### src/sfs_pkg.sv
`timescale 1ns / 1ps
`default_nettype none
// ----------------------------------------------------------------------------
// Sprite frame sequencer package
// Shared widths, codes, table entry and result word types, step helpers.
// ----------------------------------------------------------------------------
package sfs_pkg;

   localparam int MAX_FRAMES = 64;
   localparam int POS_W      = $clog2(MAX_FRAMES);
   localparam int CNT_W      = $clog2(MAX_FRAMES + 1);

   localparam int MODE_W     = 2;
   localparam int SLOT_W     = 6;
   localparam int WORD_W     = 16;
   localparam int USER_WORDS = 4;
   localparam int TYPE_W     = 2;
   localparam int FC_W       = 7;
   localparam int STATE_W    = 2;
   localparam int FPOS_W     = 6;
   localparam int TIME_W     = 32;
   localparam int FRAC_BITS  = 8;
   localparam int CSR_IDX_W  = 1;
   localparam int CSR_DATA_W = 8;

   // input item modes
   localparam logic [MODE_W-1:0] MODE_LOAD  = 2'd0;
   localparam logic [MODE_W-1:0] MODE_BEGIN = 2'd1;
   localparam logic [MODE_W-1:0] MODE_TICK  = 2'd2;

   // playback types
   localparam logic [TYPE_W-1:0] ANIM_ONCE = 2'd0;
   localparam logic [TYPE_W-1:0] ANIM_LOOP = 2'd1;
   localparam logic [TYPE_W-1:0] ANIM_YOYO = 2'd2;

   // register indexes
   localparam logic [CSR_IDX_W-1:0] CSR_ANIM_TYPE   = 1'd0;
   localparam logic [CSR_IDX_W-1:0] CSR_FRAME_COUNT = 1'd1;

   localparam logic DIR_FWD = 1'b0;
   localparam logic DIR_BWD = 1'b1;

   typedef enum logic [STATE_W-1:0] {
      ST_NONE    = 2'd0,
      ST_PLAYING = 2'd1,
      ST_STOPPED = 2'd2
   } play_state_type;

   typedef logic [USER_WORDS-1:0][WORD_W-1:0] user_words_type;

   typedef struct packed {
      logic [WORD_W-1:0] frame_id;
      logic [WORD_W-1:0] delay;
      user_words_type    user;
   } entry_type;

   typedef struct packed {
      logic [WORD_W-1:0]  shown_frame;
      logic [STATE_W-1:0] anim_state;
      logic [FPOS_W-1:0]  frame_position;
      user_words_type     user;
   } rsp_type;

   typedef struct packed {
      logic             stop;
      logic             reload;
      logic [POS_W-1:0] pos;
      logic             dir;
   } step_type;

   function automatic logic [CNT_W-1:0] eff_count(input logic [FC_W-1:0] fc);
      logic [CNT_W-1:0] cnt;
      if (fc == '0) begin
         cnt = CNT_W'(1);
      end else if (32'(fc) > MAX_FRAMES) begin
         cnt = CNT_W'(MAX_FRAMES);
      end else begin
         cnt = CNT_W'(fc);
      end
      return cnt;
   endfunction

   // Where one frame step would land from the given position and direction.
   function automatic step_type next_step(input logic [TYPE_W-1:0] anim,
                                          input logic [CNT_W-1:0]  count,
                                          input logic [POS_W-1:0]  pos,
                                          input logic              dir);
      step_type         st;
      logic [CNT_W-1:0] up;
      logic [CNT_W-1:0] down;
      up     = CNT_W'(pos) + CNT_W'(1);
      down   = CNT_W'(pos) - CNT_W'(1);
      st.stop   = 1'b0;
      st.reload = 1'b0;
      st.pos    = pos;
      st.dir    = dir;
      case (anim)
         ANIM_ONCE: begin
            if (up >= count) begin
               st.stop = 1'b1;
            end else begin
               st.pos = POS_W'(up);
            end
         end
         ANIM_LOOP: begin
            if (up >= count) begin
               st.pos    = '0;
               st.reload = 1'b1;
            end else begin
               st.pos = POS_W'(up);
            end
         end
         ANIM_YOYO: begin
            if (count < CNT_W'(2)) begin
               st.stop = 1'b1;
            end else if (dir == DIR_BWD) begin
               if (pos == '0) begin
                  st.dir = DIR_FWD;
                  st.pos = POS_W'(1);
               end else if (down >= count) begin
                  st.pos = POS_W'(count - CNT_W'(2));
               end else begin
                  st.pos = POS_W'(down);
               end
            end else begin
               if (up >= count) begin
                  st.dir = DIR_BWD;
                  st.pos = POS_W'(count - CNT_W'(2));
               end else begin
                  st.pos = POS_W'(up);
               end
            end
         end
         default: begin
            st.stop = 1'b1;
         end
      endcase
      return st;
   endfunction

endpackage
`default_nettype wire

### src/sfs_rsp_fifo.sv
`timescale 1ns / 1ps
`default_nettype none
// ----------------------------------------------------------------------------
// Result buffer
// Two-entry queue between the sequencer and the result channel.
// ----------------------------------------------------------------------------
module sfs_rsp_fifo
   import sfs_pkg::*;
(
   input  wire logic    clock,
   input  wire logic    reset,
   input  wire logic    push,
   input  wire rsp_type push_data,
   output logic         has_room,
   output logic         out_valid,
   input  wire logic    out_ready,
   output rsp_type      out_data
);

   rsp_type    entries_ff [2];
   logic       wr_ptr_ff;
   logic       wr_ptr_in;
   logic       rd_ptr_ff;
   logic       rd_ptr_in;
   logic [1:0] count_ff;
   logic [1:0] count_in;
   logic       pop;

   assign has_room  = (count_ff != 2'd2);
   assign out_valid = (count_ff != 2'd0);
   assign out_data  = entries_ff[rd_ptr_ff];
   assign pop       = out_valid && out_ready;

   always_comb begin
      wr_ptr_in = push ? ~wr_ptr_ff : wr_ptr_ff;
      rd_ptr_in = pop ? ~rd_ptr_ff : rd_ptr_ff;
      count_in  = count_ff + 2'(push) - 2'(pop);
   end

   always_ff @(posedge clock) begin
      if (reset) begin
         wr_ptr_ff <= 1'b0;
         rd_ptr_ff <= 1'b0;
         count_ff  <= 2'd0;
      end else begin
         wr_ptr_ff <= wr_ptr_in;
         rd_ptr_ff <= rd_ptr_in;
         count_ff  <= count_in;
      end
   end

   always_ff @(posedge clock) begin
      if (push) begin
         entries_ff[wr_ptr_ff] <= push_data;
      end
   end

`ifndef SYNTHESIS
   a_no_push_when_full: assert property (@(posedge clock) disable iff (reset)
      !(push && !has_room))
      else $error("result word pushed into a full buffer");

   a_push_pop_keeps_count: assert property (@(posedge clock) disable iff (reset)
      push && pop |=> $stable(count_ff))
      else $error("buffer count moved on a push with pop");
`endif

endmodule
`default_nettype wire

### config.mk
export PLATFORM = sky130hd
export DESIGN_NAME = sfs_rsp_fifo
export DESIGN_NICKNAME = d
export VERILOG_FILES = /design/src/sfs_pkg.sv /design/src/sfs_rsp_fifo.sv
export SDC_FILE = /design/constraint.sdc
export NUM_CORES = 1
export LEC_CHECK = 0
export BUFFER_PORTS_ARGS = -buffer_cell sky130_fd_sc_hd__buf_2
export CAP_MARGIN = 20
export CORE_MARGIN = 10
export CORE_UTILIZATION = 42
export DETAILED_ROUTE_END_ITERATION = 8
export PLACE_DENSITY_LB_ADDON = 0.08
export SLEW_MARGIN = 20
export SYNTH_ARGS = -nofsm -noshare
export SYNTH_HDL_FRONTEND = slang
export SYNTH_SLANG_ARGS = --single-unit
### constraint.sdc
create_clock -name clock -period 7.6 [get_ports clock]
set_input_delay 1.52 -clock clock [delete_from_list [all_inputs] [get_ports clock]]
set_output_delay 1.52 -clock clock [all_outputs]
set_load 0.01 [all_outputs]
==> flow_summary.ini <==
[run_status]
status = finished, final reports clean

[logic_synthesis]
synthesis.nets = 391
synth_warnings = 0
ys_seq_area_share_pct = 80.78
synthAdderAreaFrac_pct = 0.3754
syn_area_mm2 = 0.006666
yosys.area_share.simple_pct = 0.6944
syn_avg_cell_area_um2 = 22.45
synth_top_family_by_area = multiplexers
synth_compound_area_share_pct = 0.1126
synth_cells = 297
synthXorXnorAreaFrac_pct = 0.4692
ys_ff_latch = 181
synth_mux_area_share_pct = 16.33
synth.distinct_cells = 16

[worst_setup_path]
crit_type = register to output pin
reg2reg_from = wr_ptr_ff
worst_r2r_path_depth = 2
cp-start-kind = register
path_max_fanout = 53
rrSetupSlack_ns = 5.56
r2r-end = entries_ff[1][46]
crit_arrival_ns = 2.47
worst_ep_required_time_ns = 6.08
crit_path_end_kind = output pin

[detailed_routing]
route.detailed.drc = 0
drtIter0Drc = 224
top_layer_used = met5
met1_length_um = 5579
vias = 3346
dr.pass1.iters = 4
ant_nets = 0
viasPerCell = 4.673
wire_per_inst_um = 18.69
wl_met2_um = 6553
wirelength_um = 13380
met3_length_um = 1086

[floorplan]
die_h_um = 146.0
row_count = 45
initial_utilization_pct = 43.37
floorplan.die_area_mm2 = 0.02131
core_mm2 = 0.01537
ios = 182
die_x_um = 146.0

[job]
cap_viol_max_count = 0

[layout]
layout_common_cells = 181 x buf_2, 176 x edfxtp_1, 70 x mux2_2, 20 x mux2_4, 17 x clkbuf_16
syn2layout_area_growth_pct = 26.50
drive_gt1_share_pct = 60.91
final_net_count = 585
layout_commonest_cell = buf_2

[timing]
worst_clock_skew_ns = 0.006581
slew_headroom_pct = 43.95
rsz0062_at_grt = false
hold_viol_final = 0
finalCritPeriodShare_pct = 52.48
setup_viol = 0
fin_setup_tns_ns = 0
period_minus_slack_ns = 3.988
maxSlewViolCount = 0
tightestPinTransition_ns = 0.8407
max_freq_ghz = 0.2507

[clocking]
postCtsResizedCells = 0
cts_tree = yes
postCtsHoldBufs = 0
numClockSinks = 181
clk_pin_slew_worst_paths_ns = 0.06
clk_latency_ns = 0.42
post_cts_buffers = 0
numCtsBuffers = 17
htree_levels = 4
clk_path_buf_depth = 2
cts_root_buffer = clkbuf_16

[worst_hold_path]
min-delay-start = wr_ptr_ff
min_path_cells = 2
worstHoldEndpoint = wr_ptr_ff
hold_class = register to register

[power]
pwr_density_cell_mw_per_mm2 = 306.7
clkPwrFrac_pct = 34.8
switchingPower_mw = 0.6196
pwr-share-comb_pct = 18.4
p_leak_nw = 3.186
p_sw_share_pct = 23.95
p_int_mw = 1.967
peakVddDrop_mv = 0.2622
p_seq_share_pct = 46.8
power_mw = 2.587

[global_route]
grt_pass1_vias = 3661
antenna_found_initial = 1
grt_pass1_wl_um = 20140
overflow = 0
grt_start_max_net_pins = 56
grt_usage_pct = 12.38

[place]
portBuffers = 181
finalWeightedCongestion = 0.7146
post-dp-hpwl_um = 9102
## cell usage after synthesis (all sizes together)
library cell / n / share of area, %
nor2b: 3 / 0.28
or2: 1 / 0.094
edfxtp: 176 / 79
nor2: 3 / 0.17
o21a: 1 / 0.11
xnor3: 1 / 0.34
and2: 1 / 0.094
inv: 2 / 0.11
dfxtp: 5 / 1.5
buf: 10 / 1.1
mux2: 90 / 16
ha: 2 / 0.38
nand2: 1 / 0.056
xnor2: 1 / 0.13
## state kept, by name (all words and copies together), names as in the netlist, named ones only
register	count
entries_ff	176
count_ff	2
rd_ptr_ff	1
wr_ptr_ff	1
## power groups by stage
stage | clock network [mW] | logic (mW) | registers (mW)
final | 0.900 | 0.476 | 1.21
after global routing | 0.974 | 0.522 | 1.22
after CTS | 0.922 | 0.489 | 1.21
after detailed placement | 0 | 0.486 | 1.23
after global placement | 0 | 0.482 | 1.23
after floorplan | 0 | 0.331 | 1.21
## how the worst max path moves through the flow
stage,start,end,slack [ns],cells after the start
2_1_floorplan,push,entries_ff[0][0],1.69,1
3_3_place_gp,push,entries_ff[0][58],3.86,3
3_5_place_dp,push,entries_ff[0][58],3.83,3
4_1_cts,register,out_data[24],3.54,3
5_1_grt,register,out_data[2],3.45,3
6_report,register,out_data[24],3.61,3
## metrics by stage
stage / std cells / hold slack [ns] / area [µm²] / util, % / setup slack, ns
CTS: 714 / 0.6038 / 8411 / 54.72 / 3.544
detailed placement: 682 / 0.5942 / 7797 / 50.73 / 3.828
global route: 715 / 0.6576 / 8431 / 54.85 / 3.449
global placement: 682 / 0.5632 / 7797 / 50.73 / 3.863
floorplan: 297 / 0.4965 / 6666 / - / 1.695
finish: 716 / 0.6102 / 8433 / 54.86 / 3.612
## routing by layer
layer,vias up,track usage (%)
li1,1565,-
met1,1648,14.36
met3,11,5.961
met4,2,4.054
met2,120,19.77
met5,-,0
## critical path, cell delays in order, from the launching register on
cell     delay (ns)
dfxtp_4        0.67
buf_4          0.73
mux2_2         0.43
buf_2          0.15
## cell families after synthesis
family,Yosys count
flip-flops,181
XOR/XNOR,2
adder cells (fa/ha/maj),2
AND/OR/NAND/NOR,9
AO/OA/AOI/OAI,1
multiplexers,90
buffers and inverters,12
## final cells by class
class | count | area, µm²
Fill cell | 1270 | 6938
Sequential cell | 181 | 5389
Multi-Input combinational cell | 104 | 1209
Timing Repair Buffer | 185 | 948.4
Clock buffer | 18 | 429.2
Tap cell | 211 | 264.0
Clock inverter | 14 | 183.9
Inverter | 2 | 7.507
Antenna cell | 1 | 2.502
(Power assumes the default switching activity.)
